### src/design/dpdc_pkg.sv
// Shared types and fixed constants for the dual PID drive controller.
// Used by the register bank, the sequencer and the datapath.
package dpdc_pkg;

   localparam int GAIN_W         = 16;
   localparam int CSR_IDX_W      = 4;
   localparam int SUM_W          = 42;
   localparam int S_LO_W         = 21;
   localparam int POW_W          = SUM_W + GAIN_W + 1;
   localparam int MIX_W          = POW_W + 1;
   localparam int DRIVE_W        = 15;
   localparam int DRIVE_LIMIT    = 12288;
   localparam int VOLT_FRAC_BITS = 10;
   localparam int DI_W           = 9;
   localparam int TI_W           = 8;
   localparam int DI_CLAMP       = 5;
   localparam int DI_WINDOW      = 100;
   localparam int TI_CLAMP       = 100;

   localparam logic [GAIN_W-1:0] RST_DRIVE_P     = 16'd164;
   localparam logic [GAIN_W-1:0] RST_DRIVE_I     = 16'd0;
   localparam logic [GAIN_W-1:0] RST_DRIVE_D     = 16'd49;
   localparam logic [GAIN_W-1:0] RST_TURN_P      = 16'd328;
   localparam logic [GAIN_W-1:0] RST_TURN_I      = 16'd164;
   localparam logic [GAIN_W-1:0] RST_TURN_D      = 16'd33;
   localparam logic [GAIN_W-1:0] RST_DRIVE_SPEED = 16'd16384;
   localparam logic [GAIN_W-1:0] RST_TURN_SPEED  = 16'd16384;

   typedef enum logic [CSR_IDX_W-1:0] {
      REG_DRIVE_P     = 4'd0,
      REG_DRIVE_I     = 4'd1,
      REG_DRIVE_D     = 4'd2,
      REG_TURN_P      = 4'd3,
      REG_TURN_I      = 4'd4,
      REG_TURN_D      = 4'd5,
      REG_DRIVE_SPEED = 4'd6,
      REG_TURN_SPEED  = 4'd7
   } reg_index_type;

   typedef struct packed {
      logic [GAIN_W-1:0] drive_p;
      logic [GAIN_W-1:0] drive_i;
      logic [GAIN_W-1:0] drive_d;
      logic [GAIN_W-1:0] turn_p;
      logic [GAIN_W-1:0] turn_i;
      logic [GAIN_W-1:0] turn_d;
      logic [GAIN_W-1:0] drive_speed;
      logic [GAIN_W-1:0] turn_speed;
   } gains_type;

   typedef enum logic [4:0] {
      ST_IDLE, ST_ERR, ST_UPD,
      ST_LP, ST_LD, ST_LI, ST_LS, ST_LLO, ST_LHI, ST_LSUM,
      ST_TP, ST_TD, ST_TI, ST_TS, ST_TLO, ST_THI, ST_TSUM,
      ST_MIX, ST_OUT
   } state_type;

   typedef enum logic [3:0] {
      MUL_NONE, MUL_E_KP, MUL_DE_KD, MUL_DI_KI, MUL_T_KP, MUL_DT_KD, MUL_TI_KI,
      MUL_SLO_D, MUL_SHI_D, MUL_SLO_T, MUL_SHI_T
   } mul_sel_type;

   typedef enum logic [1:0] {
      ACC_NONE, ACC_LOAD, ACC_ADD, ACC_FINAL
   } acc_op_type;

   typedef enum logic [1:0] {
      POW_NONE, POW_LO, POW_HI_LAT, POW_HI_TRN
   } pow_op_type;

   typedef struct packed {
      logic        capture;
      logic        calc_err;
      logic        update;
      mul_sel_type mul_sel;
      acc_op_type  acc_op;
      pow_op_type  pow_op;
      logic        mix;
      logic        out_load;
   } cmd_type;

   typedef struct packed {
      logic out_free;
   } status_type;

endpackage

### src/design/dpdc_regs.sv
// Gain and speed scale register bank with its write port.
// Depends on dpdc_pkg for the register index codes and reset values.
module dpdc_regs
   import dpdc_pkg::*;
(
   input  logic                 clock,
   input  logic                 reset,
   input  logic                 csr_valid,
   output logic                 csr_ready,
   input  logic [CSR_IDX_W-1:0] csr_index,
   input  logic [GAIN_W-1:0]    csr_data,
   output gains_type            gains
);

   gains_type gains_ff;
   gains_type gains_in;

   assign csr_ready = 1'b1;
   assign gains     = gains_ff;

   always_comb begin
      gains_in = gains_ff;
      if (csr_valid && csr_ready) begin
         case (csr_index)
            REG_DRIVE_P:     gains_in.drive_p     = csr_data;
            REG_DRIVE_I:     gains_in.drive_i     = csr_data;
            REG_DRIVE_D:     gains_in.drive_d     = csr_data;
            REG_TURN_P:      gains_in.turn_p      = csr_data;
            REG_TURN_I:      gains_in.turn_i      = csr_data;
            REG_TURN_D:      gains_in.turn_d      = csr_data;
            REG_DRIVE_SPEED: gains_in.drive_speed = csr_data;
            REG_TURN_SPEED:  gains_in.turn_speed  = csr_data;
            default:         gains_in = gains_ff;
         endcase
      end
   end

   always_ff @(posedge clock) begin
      if (reset) begin
         gains_ff.drive_p     <= RST_DRIVE_P;
         gains_ff.drive_i     <= RST_DRIVE_I;
         gains_ff.drive_d     <= RST_DRIVE_D;
         gains_ff.turn_p      <= RST_TURN_P;
         gains_ff.turn_i      <= RST_TURN_I;
         gains_ff.turn_d      <= RST_TURN_D;
         gains_ff.drive_speed <= RST_DRIVE_SPEED;
         gains_ff.turn_speed  <= RST_TURN_SPEED;
      end else begin
         gains_ff <= gains_in;
      end
   end

endmodule

### src/design/dpdc_ctrl.sv
// Sequencer for one control tick: errors, lateral PID, turn PID, mix, output.
// Depends on dpdc_pkg for the state, command and status types.
module dpdc_ctrl
   import dpdc_pkg::*;
(
   input  logic       clock,
   input  logic       reset,
   input  logic       req_valid,
   output logic       req_stall,
   input  status_type status,
   output cmd_type    cmd
);

   state_type state_ff;
   state_type state_in;

   always_comb begin
      state_in = state_ff;
      case (state_ff)
         ST_IDLE: begin
            if (req_valid) state_in = ST_ERR;
         end
         ST_ERR:  state_in = ST_UPD;
         ST_UPD:  state_in = ST_LP;
         ST_LP:   state_in = ST_LD;
         ST_LD:   state_in = ST_LI;
         ST_LI:   state_in = ST_LS;
         ST_LS:   state_in = ST_LLO;
         ST_LLO:  state_in = ST_LHI;
         ST_LHI:  state_in = ST_LSUM;
         ST_LSUM: state_in = ST_TP;
         ST_TP:   state_in = ST_TD;
         ST_TD:   state_in = ST_TI;
         ST_TI:   state_in = ST_TS;
         ST_TS:   state_in = ST_TLO;
         ST_TLO:  state_in = ST_THI;
         ST_THI:  state_in = ST_TSUM;
         ST_TSUM: state_in = ST_MIX;
         ST_MIX:  state_in = ST_OUT;
         ST_OUT: begin
            if (status.out_free) state_in = ST_IDLE;
         end
         default: state_in = ST_IDLE;
      endcase
   end

   always_comb begin
      cmd       = '0;
      req_stall = 1'b1;
      case (state_ff)
         ST_IDLE: begin
            req_stall   = 1'b0;
            cmd.capture = req_valid;
         end
         ST_ERR:  cmd.calc_err = 1'b1;
         ST_UPD:  cmd.update   = 1'b1;
         ST_LP:   cmd.mul_sel  = MUL_E_KP;
         ST_LD: begin
            cmd.mul_sel = MUL_DE_KD;
            cmd.acc_op  = ACC_LOAD;
         end
         ST_LI: begin
            cmd.mul_sel = MUL_DI_KI;
            cmd.acc_op  = ACC_ADD;
         end
         ST_LS:   cmd.acc_op  = ACC_FINAL;
         ST_LLO:  cmd.mul_sel = MUL_SLO_D;
         ST_LHI: begin
            cmd.mul_sel = MUL_SHI_D;
            cmd.pow_op  = POW_LO;
         end
         ST_LSUM: cmd.pow_op  = POW_HI_LAT;
         ST_TP:   cmd.mul_sel = MUL_T_KP;
         ST_TD: begin
            cmd.mul_sel = MUL_DT_KD;
            cmd.acc_op  = ACC_LOAD;
         end
         ST_TI: begin
            cmd.mul_sel = MUL_TI_KI;
            cmd.acc_op  = ACC_ADD;
         end
         ST_TS:   cmd.acc_op  = ACC_FINAL;
         ST_TLO:  cmd.mul_sel = MUL_SLO_T;
         ST_THI: begin
            cmd.mul_sel = MUL_SHI_T;
            cmd.pow_op  = POW_LO;
         end
         ST_TSUM: cmd.pow_op   = POW_HI_TRN;
         ST_MIX:  cmd.mix      = 1'b1;
         ST_OUT:  cmd.out_load = status.out_free;
         default: cmd = '0;
      endcase
   end

   always_ff @(posedge clock) begin
      if (reset) begin
         state_ff <= ST_IDLE;
      end else begin
         state_ff <= state_in;
      end
   end

endmodule

### src/design/dpdc_datapath.sv
// Datapath: error terms, integrators, shared multiplier, accumulators,
// mixing, rounding and the output register. Depends on dpdc_pkg.
module dpdc_datapath
   import dpdc_pkg::*;
#(
   parameter int POSITION_BITS  = 20,
   parameter int GAIN_FRAC_BITS = 14
) (
   input  logic                            clock,
   input  logic                            reset,
   input  cmd_type                         cmd,
   output status_type                      status,
   input  gains_type                       gains,
   input  logic signed [POSITION_BITS-1:0] req_left_position,
   input  logic signed [POSITION_BITS-1:0] req_right_position,
   input  logic signed [POSITION_BITS-1:0] req_target_distance,
   input  logic signed [POSITION_BITS-1:0] req_target_turn,
   output logic                            rsp_valid,
   input  logic                            rsp_stall,
   output logic signed [DRIVE_W-1:0]       rsp_left_drive,
   output logic signed [DRIVE_W-1:0]       rsp_right_drive,
   output logic                            rsp_command_saturated
);

   localparam int P   = POSITION_BITS;
   localparam int EW  = P + 1;
   localparam int DW  = P + 2;
   localparam int MA  = (DW > S_LO_W + 1) ? DW : S_LO_W + 1;
   localparam int GB  = GAIN_W + 1;
   localparam int PRW = MA + GB;
   localparam int AW  = (PRW + 2 > SUM_W + 1) ? PRW + 2 : SUM_W + 1;
   localparam int RSH = 2 * GAIN_FRAC_BITS - VOLT_FRAC_BITS;

   localparam logic signed [DW-1:0]      DiHi   = DW'(DI_CLAMP);
   localparam logic signed [DW-1:0]      DiLo   = -DiHi;
   localparam logic signed [DW-1:0]      TiHi   = DW'(TI_CLAMP);
   localparam logic signed [DW-1:0]      TiLo   = -TiHi;
   localparam logic signed [EW-1:0]      WinHi  = EW'(DI_WINDOW);
   localparam logic signed [EW-1:0]      WinLo  = -WinHi;
   localparam logic signed [EW-1:0]      EMax   = {1'b0, {(EW-1){1'b1}}};
   localparam logic signed [EW-1:0]      EMin   = {1'b1, {(EW-1){1'b0}}};
   localparam logic signed [AW-1:0]      SumMax = {{(AW-SUM_W+1){1'b0}}, 1'b1,
                                                   {(SUM_W-2){1'b0}}};
   localparam logic signed [AW-1:0]      SumMin = -SumMax;
   localparam logic signed [MIX_W-1:0]   RndHalf = MIX_W'(1) <<< (RSH - 1);
   localparam logic signed [MIX_W-1:0]   LimHi  = MIX_W'(DRIVE_LIMIT);
   localparam logic signed [MIX_W-1:0]   LimLo  = -LimHi;
   localparam logic signed [DRIVE_W-1:0] DrvHi  = DRIVE_W'(DRIVE_LIMIT);
   localparam logic signed [DRIVE_W-1:0] DrvLo  = -DrvHi;

   logic signed [P-1:0]       l_ff, r_ff, td_ff, tt_ff;
   logic signed [EW-1:0]      e_ff, t_ff, last_e_ff, last_t_ff;
   logic signed [DW-1:0]      de_ff, dt_ff;
   logic signed [DI_W-1:0]    di_ff, di_use_ff;
   logic signed [TI_W-1:0]    ti_ff;
   logic signed [PRW-1:0]     prod_ff;
   logic signed [AW-1:0]      acc_ff;
   logic signed [SUM_W-1:0]   s_ff;
   logic signed [POW_W-1:0]   pow_lo_ff, lat_ff, trn_ff;
   logic signed [MIX_W-1:0]   mix_l_ff, mix_r_ff;
   logic                      rsp_valid_ff;
   logic signed [DRIVE_W-1:0] left_ff, right_ff;
   logic                      sat_ff;

   logic signed [EW-1:0]      sum_lr, mean, diff_lr, e_in, t_in;
   logic signed [DW-1:0]      t_raw, di_sum, ti_sum;
   logic signed [DI_W-1:0]    du_in, di_in;
   logic signed [TI_W-1:0]    ti_in;
   logic signed [MA-1:0]      mul_a;
   logic signed [GB-1:0]      mul_b;
   logic signed [PRW-1:0]     prod_in;
   logic signed [AW-1:0]      acc_sum;
   logic signed [SUM_W-1:0]   s_in;
   logic signed [POW_W-1:0]   pow_in;
   logic signed [MIX_W-1:0]   ql, qr;
   logic signed [DRIVE_W-1:0] left_in, right_in;
   logic                      sat_l, sat_r;

   // error terms; mean truncates toward zero
   always_comb begin
      sum_lr  = {l_ff[P-1], l_ff} + {r_ff[P-1], r_ff};
      mean    = $signed(sum_lr + EW'(sum_lr[EW-1])) >>> 1;
      e_in    = {td_ff[P-1], td_ff} - mean;
      diff_lr = {l_ff[P-1], l_ff} - {r_ff[P-1], r_ff};
      t_raw   = {{2{tt_ff[P-1]}}, tt_ff} - {diff_lr[EW-1], diff_lr};
      if (t_raw[DW-1] != t_raw[DW-2]) begin
         t_in = t_raw[DW-1] ? EMin : EMax;
      end else begin
         t_in = t_raw[EW-1:0];
      end
   end

   // integrators
   always_comb begin
      di_sum = {{(DW-DI_W){di_ff[DI_W-1]}}, di_ff} + {e_ff[EW-1], e_ff};
      if (di_sum > DiHi) begin
         du_in = DiHi[DI_W-1:0];
      end else if (di_sum < DiLo) begin
         du_in = DiLo[DI_W-1:0];
      end else begin
         du_in = di_sum[DI_W-1:0];
      end
      if (e_ff < WinHi && e_ff > WinLo) begin
         di_in = du_in + e_ff[DI_W-1:0];
      end else begin
         di_in = '0;
      end
      ti_sum = {{(DW-TI_W){ti_ff[TI_W-1]}}, ti_ff} + {t_ff[EW-1], t_ff};
      if (ti_sum > TiHi) begin
         ti_in = TiHi[TI_W-1:0];
      end else if (ti_sum < TiLo) begin
         ti_in = TiLo[TI_W-1:0];
      end else begin
         ti_in = ti_sum[TI_W-1:0];
      end
   end

   // shared multiplier operand select
   always_comb begin
      mul_a = '0;
      mul_b = '0;
      case (cmd.mul_sel)
         MUL_E_KP: begin
            mul_a = MA'(e_ff);
            mul_b = {1'b0, gains.drive_p};
         end
         MUL_DE_KD: begin
            mul_a = MA'(de_ff);
            mul_b = {1'b0, gains.drive_d};
         end
         MUL_DI_KI: begin
            mul_a = MA'(di_use_ff);
            mul_b = {1'b0, gains.drive_i};
         end
         MUL_T_KP: begin
            mul_a = MA'(t_ff);
            mul_b = {1'b0, gains.turn_p};
         end
         MUL_DT_KD: begin
            mul_a = MA'(dt_ff);
            mul_b = {1'b0, gains.turn_d};
         end
         MUL_TI_KI: begin
            mul_a = MA'(ti_ff);
            mul_b = {1'b0, gains.turn_i};
         end
         MUL_SLO_D: begin
            mul_a = MA'($signed({1'b0, s_ff[S_LO_W-1:0]}));
            mul_b = {1'b0, gains.drive_speed};
         end
         MUL_SHI_D: begin
            mul_a = MA'($signed(s_ff[SUM_W-1:S_LO_W]));
            mul_b = {1'b0, gains.drive_speed};
         end
         MUL_SLO_T: begin
            mul_a = MA'($signed({1'b0, s_ff[S_LO_W-1:0]}));
            mul_b = {1'b0, gains.turn_speed};
         end
         MUL_SHI_T: begin
            mul_a = MA'($signed(s_ff[SUM_W-1:S_LO_W]));
            mul_b = {1'b0, gains.turn_speed};
         end
         default: begin
            mul_a = '0;
            mul_b = '0;
         end
      endcase
      prod_in = mul_a * mul_b;
   end

   // PID sum clamp and speed product recombination
   always_comb begin
      acc_sum = acc_ff + AW'(prod_ff);
      if (acc_sum > SumMax) begin
         s_in = SumMax[SUM_W-1:0];
      end else if (acc_sum < SumMin) begin
         s_in = SumMin[SUM_W-1:0];
      end else begin
         s_in = acc_sum[SUM_W-1:0];
      end
      pow_in = pow_lo_ff + (POW_W'(prod_ff) <<< S_LO_W);
   end

   // rounding and saturation
   always_comb begin
      ql    = mix_l_ff >>> RSH;
      qr    = mix_r_ff >>> RSH;
      sat_l = (ql > LimHi) || (ql < LimLo);
      sat_r = (qr > LimHi) || (qr < LimLo);
      if (ql > LimHi) begin
         left_in = DrvHi;
      end else if (ql < LimLo) begin
         left_in = DrvLo;
      end else begin
         left_in = ql[DRIVE_W-1:0];
      end
      if (qr > LimHi) begin
         right_in = DrvHi;
      end else if (qr < LimLo) begin
         right_in = DrvLo;
      end else begin
         right_in = qr[DRIVE_W-1:0];
      end
   end

   always_ff @(posedge clock) begin
      if (cmd.capture) begin
         l_ff  <= req_left_position;
         r_ff  <= req_right_position;
         td_ff <= req_target_distance;
         tt_ff <= req_target_turn;
      end
      if (cmd.calc_err) begin
         e_ff <= e_in;
         t_ff <= t_in;
      end
      if (cmd.update) begin
         de_ff     <= {e_ff[EW-1], e_ff} - {last_e_ff[EW-1], last_e_ff};
         dt_ff     <= {t_ff[EW-1], t_ff} - {last_t_ff[EW-1], last_t_ff};
         di_use_ff <= du_in;
      end
      if (cmd.mul_sel != MUL_NONE) begin
         prod_ff <= prod_in;
      end
      case (cmd.acc_op)
         ACC_LOAD:  acc_ff <= AW'(prod_ff);
         ACC_ADD:   acc_ff <= acc_sum;
         ACC_FINAL: s_ff   <= s_in;
         default:   acc_ff <= acc_ff;
      endcase
      case (cmd.pow_op)
         POW_LO:     pow_lo_ff <= POW_W'(prod_ff);
         POW_HI_LAT: lat_ff    <= pow_in;
         POW_HI_TRN: trn_ff    <= pow_in;
         default:    pow_lo_ff <= pow_lo_ff;
      endcase
      if (cmd.mix) begin
         mix_l_ff <= MIX_W'(lat_ff) + MIX_W'(trn_ff) + RndHalf;
         mix_r_ff <= MIX_W'(lat_ff) - MIX_W'(trn_ff) + RndHalf;
      end
      if (cmd.out_load) begin
         left_ff  <= left_in;
         right_ff <= right_in;
         sat_ff   <= sat_l || sat_r;
      end
   end

   always_ff @(posedge clock) begin
      if (reset) begin
         last_e_ff    <= '0;
         last_t_ff    <= '0;
         di_ff        <= '0;
         ti_ff        <= '0;
         rsp_valid_ff <= 1'b0;
      end else begin
         if (cmd.update) begin
            last_e_ff <= e_ff;
            last_t_ff <= t_ff;
            di_ff     <= di_in;
            ti_ff     <= ti_in;
         end
         if (cmd.out_load) begin
            rsp_valid_ff <= 1'b1;
         end else if (!rsp_stall) begin
            rsp_valid_ff <= 1'b0;
         end
      end
   end

   assign status.out_free       = !rsp_valid_ff || !rsp_stall;
   assign rsp_valid             = rsp_valid_ff;
   assign rsp_left_drive        = left_ff;
   assign rsp_right_drive       = right_ff;
   assign rsp_command_saturated = sat_ff;

endmodule

### src/design/dual_pid_drive_controller.sv
// Dual PID differential drive controller, top level.
// The sequencer walks both PIDs through one shared multiplier, so a new input is
// taken only once the previous tick has been loaded into the output register.
// A finished result waits in the output register while the next tick runs.
// Synchronous active-high reset restores the gains and clears the errors
// and integrators; no clearing pass is needed.
module dual_pid_drive_controller
   import dpdc_pkg::*;
#(
   parameter int POSITION_BITS  = 20,
   parameter int GAIN_FRAC_BITS = 14
) (
   input  logic                            clock,
   input  logic                            reset,
   input  logic                            req_valid,
   output logic                            req_stall,
   input  logic signed [POSITION_BITS-1:0] req_left_position,
   input  logic signed [POSITION_BITS-1:0] req_right_position,
   input  logic signed [POSITION_BITS-1:0] req_target_distance,
   input  logic signed [POSITION_BITS-1:0] req_target_turn,
   output logic                            rsp_valid,
   input  logic                            rsp_stall,
   output logic signed [DRIVE_W-1:0]       rsp_left_drive,
   output logic signed [DRIVE_W-1:0]       rsp_right_drive,
   output logic                            rsp_command_saturated,
   input  logic                            csr_valid,
   output logic                            csr_ready,
   input  logic [CSR_IDX_W-1:0]            csr_index,
   input  logic [GAIN_W-1:0]               csr_data
);

   gains_type  gains;
   cmd_type    cmd;
   status_type status;

   dpdc_regs u_regs (
      .clock     (clock),
      .reset     (reset),
      .csr_valid (csr_valid),
      .csr_ready (csr_ready),
      .csr_index (csr_index),
      .csr_data  (csr_data),
      .gains     (gains)
   );

   dpdc_ctrl u_ctrl (
      .clock     (clock),
      .reset     (reset),
      .req_valid (req_valid),
      .req_stall (req_stall),
      .status    (status),
      .cmd       (cmd)
   );

   dpdc_datapath #(
      .POSITION_BITS  (POSITION_BITS),
      .GAIN_FRAC_BITS (GAIN_FRAC_BITS)
   ) u_datapath (
      .clock                 (clock),
      .reset                 (reset),
      .cmd                   (cmd),
      .status                (status),
      .gains                 (gains),
      .req_left_position     (req_left_position),
      .req_right_position    (req_right_position),
      .req_target_distance   (req_target_distance),
      .req_target_turn       (req_target_turn),
      .rsp_valid             (rsp_valid),
      .rsp_stall             (rsp_stall),
      .rsp_left_drive        (rsp_left_drive),
      .rsp_right_drive       (rsp_right_drive),
      .rsp_command_saturated (rsp_command_saturated)
   );

endmodule

### config.mk
export PLATFORM = sky130hd
export DESIGN_NAME = dual_pid_drive_controller
export DESIGN_NICKNAME = d
export VERILOG_FILES = /design/src/design/dpdc_pkg.sv /design/src/design/dpdc_regs.sv /design/src/design/dpdc_ctrl.sv /design/src/design/dpdc_datapath.sv /design/src/design/dual_pid_drive_controller.sv
export SDC_FILE = /design/constraint.sdc
export NUM_CORES = 2
export LEC_CHECK = 0
export ABC_AREA = 1
export BUFFER_PORTS_ARGS = -buffer_cell sky130_fd_sc_hd__buf_4
export CAP_MARGIN = 20
export CORE_ASPECT_RATIO = 1.4
export CORE_MARGIN = 1.5
export CORE_UTILIZATION = 60
export CTS_CLUSTER_SIZE = 12
export DETAILED_ROUTE_END_ITERATION = 12
export HOLD_SLACK_MARGIN = 0.02
export PLACE_DENSITY = 0.77
export SLEW_MARGIN = 30
export SYNTH_ARGS = -nofsm -noshare
export SYNTH_HDL_FRONTEND = slang
export SYNTH_HIERARCHICAL = 1
export SYNTH_SLANG_ARGS = --single-unit
### constraint.sdc
create_clock -name clock -period 13.8 [get_ports clock]
set_input_delay 2.76 -clock clock [delete_from_list [all_inputs] [get_ports clock]]
set_output_delay 2.76 -clock clock [all_outputs]
set_load 0.005 [all_outputs]
==> qor.yml <==
io_buffers: 137
clock_sinks: 764
crit_required_ps: 14260
rows: 142
fmax_mhz: 99.64
setup_viol: 0
p_per_area_nw_per_um2: 131.3
grt_max_degree: 83
grt_overflow: 0
clkTransAtPathRegs_ps: 60
crit_type: "register to register"
cts.repair.resized: 0
tightest_slew_ps: 1084
cts_made_buffers: 81
clock_latency_ps: 710
finalCritPeriodShare_pct: 72.72
skew_ps: 42.92
antenna_found_initial: 0
crit_fanout: 22
drt-initial-drc-count: 4135
yosysSeqAreaShare_pct: 32.37
finalPower_w: 0.009245
synth_edf_count: 571
ys_ff_latch: 764
period_needed_ps: 10040
area_growth_pct: 8.437
fin_util_pct: 65.70
syn_avg_cell_area_um2: 8.065
cp_top_family: "adder cells"
die_area_um2: 110200
max_stage_delay_ps: 920
ys_types: 68
synth-warning-count: 6
final.setup.tns_ps: 0
rsz0062_at_grt: "no"
cts_hold_buffers: 0
crit_top_cell: "inv_1"
syn_nets: 9114
track_usage_pct: 36.94
hold_viol_final: 0
h-tree-depth: 3
post_cts_buffers: 0
relSlewSlack_pct: 25.88
first_global_vias: 57350
arrival_ps: 10490
via_count: 56110
leakagePower_nw: 33.02
fillers: 9159
synth_area_um2: 64910
final_nets: 9259
grt_pass1_wl_mm: 308.0
final_common_cell: "nand2_1"
gp_congestion: 1.055
core-area_um2: 107100
chipWidth_um: 281.0
mostFrequentLayoutCells: "nand2_1 (1667), inv_1 (1466), nor2_1 (941)"
drv_cap: 0
synthCells: 8049
viasPerCell: 5.789
tritoncts: "done"
report.final.slew_viol_count: 0
ir_worst_vdd_uv: 188.1
start_util_pct: 60.59
status: "completed"
die_h_um: 392.2
synth_ff_type: "edfxtp_1"
min_path_type: "register to register"
io_pins: 139
regArea_um2: 21010
drtPass1Iterations: 7
routed_wirelength_mm: 202.2
drive_gt1_share_pct: 5.477
wl_per_cell_um: 20.86
hpwl_mm: 163.7
multi_input_area_um2: 37850
root_buffer: "clkbuf_16"
synthArstFlopShare_pct: 0
antennaDiodeCount: 0
cp_slowest_cell: "nand4_1"
ant_nets: 0
critPathBufInv: 10
critPathLaunchType: "register"
max-clock-path-buffers: 3
critPathCaptureType: "register"
drc: 0
-- synthesized netlist by cell type (16+ instances only) --
cell      number  share of area (%)
a21boi_0      19               0.22
a21o_1        25               0.29
a21oi_1      519                4.0
a221oi_1      19               0.26
a22o_1        43               0.58
a31oi_1       55               0.53
buf_2         54               0.42
clkbuf_1      66               0.38
dfxtp_1      193                6.0
edfxtp_1     571                 26
fa_1         378                 12
ha_1         582                 11
inv_1       1470                8.5
nand2_1     1668                9.6
nand2_2       16               0.15
nand3_1      269                2.1
nand3b_1      16               0.19
nand4_1      110                1.1
nor2_1       954                5.5
nor2_2        30               0.29
nor3_1        56               0.43
nor4_1        43               0.41
o21a_1        20               0.23
o21ai_0      338                2.6
o21ai_1       30               0.23
o21bai_1      21               0.24
o22ai_1       17               0.16
xnor2_1      113                1.5
xor2_1       179                2.4
-- cells by family after synthesis --
kind of cell / share of synthesized area [%]
XOR/XNOR: 3.965
adder cells (fa/ha/maj): 22.88
AND/OR/NAND/NOR: 20.72
flip-flops: 32.37
AO/OA/AOI/OAI: 10.45
other: 0.005777
buffers and inverters: 9.618
-- flip-flops by register name, summed over array words and instances, names as in the netlist, 21 cells and up --
| signal | count |
|---|---|
| u_regs/gains | 128 |
| u_datapath/lat_ff | 59 |
| u_datapath/trn_ff | 59 |
| u_datapath/acc_ff | 43 |
| u_datapath/mix_l_ff | 42 |
| u_datapath/mix_r_ff | 42 |
| u_datapath/s_ff | 42 |
| u_datapath/pow_lo_ff | 39 |
| u_datapath/prod_ff | 39 |
| u_datapath/de_ff | 22 |
| u_datapath/dt_ff | 22 |
| u_datapath/e_ff | 21 |
| u_datapath/last_e_ff | 21 |
| u_datapath/last_t_ff | 21 |
| u_datapath/t_ff | 21 |
-- path summary, 6_finish.rpt --
kind                                      startpoint                                to  cells after the start  slack, ps
setup / recovery     u_ctrl/state_ff[1]$_SDFFE_PP0P_  u_datapath/prod_ff[28]$_DFFE_PP_                     34       3760
hold / removal    u_datapath/pow_lo_ff[12]$_DFFE_PN_   u_datapath/lat_ff[12]$_DFFE_PN_                      0        440
setup reg to reg     u_ctrl/state_ff[1]$_SDFFE_PP0P_  u_datapath/prod_ff[28]$_DFFE_PP_                     34       3760
hold reg to reg   u_datapath/pow_lo_ff[12]$_DFFE_PN_   u_datapath/lat_ff[12]$_DFFE_PN_                      0        440
-- report_power, final --
group          internal [W]  leakage [nW]  switching (W)
registers           0.00292          6.78       0.000320
clock network       0.00122          1.26       0.000963
logic               0.00125          25.0        0.00257
-- per-layer routing --
layer	wire, um	global-route usage (%)	vias up
met5	0	0	-
met4	23620	37.30	0
met3	13730	6.493	961
met2	100800	66.09	2566
met1	63980	34.65	26290
li1	-	-	26290
-- layout make-up --
type	count	share of cell area, %
well taps	1440	2.560
flip-flops and latches	764	29.85
clock inverters	26	0.5350
inverters	1492	7.960
clock buffers	115	3.176
multi-input cells	5659	53.77
repair buffers	196	2.147
-- through the flow --
step	worst slack [ps]	hold slack (ps)	area (um2)	cells
finish	3764	441.1	70390	9692
global route	3489	446.6	70390	9692
CTS	3989	442.6	70330	9691
detailed placement	4042	431.3	67720	9550
global placement	4279	421.6	67660	9549
floorplan	6269	421.5	64910	8049
-- worst reg2reg max path: cells and delay by family (launching register included) --
kind | cells | cell delay [ps]
AOI/OAI and AO/OA | 8 | 2230
adders and majority gates | 7 | 3470
buffers and inverters | 10 | 1840
DFF | 1 | 540
and+or+nand+nor | 9 | 1690
(Power assumes the default switching activity.)
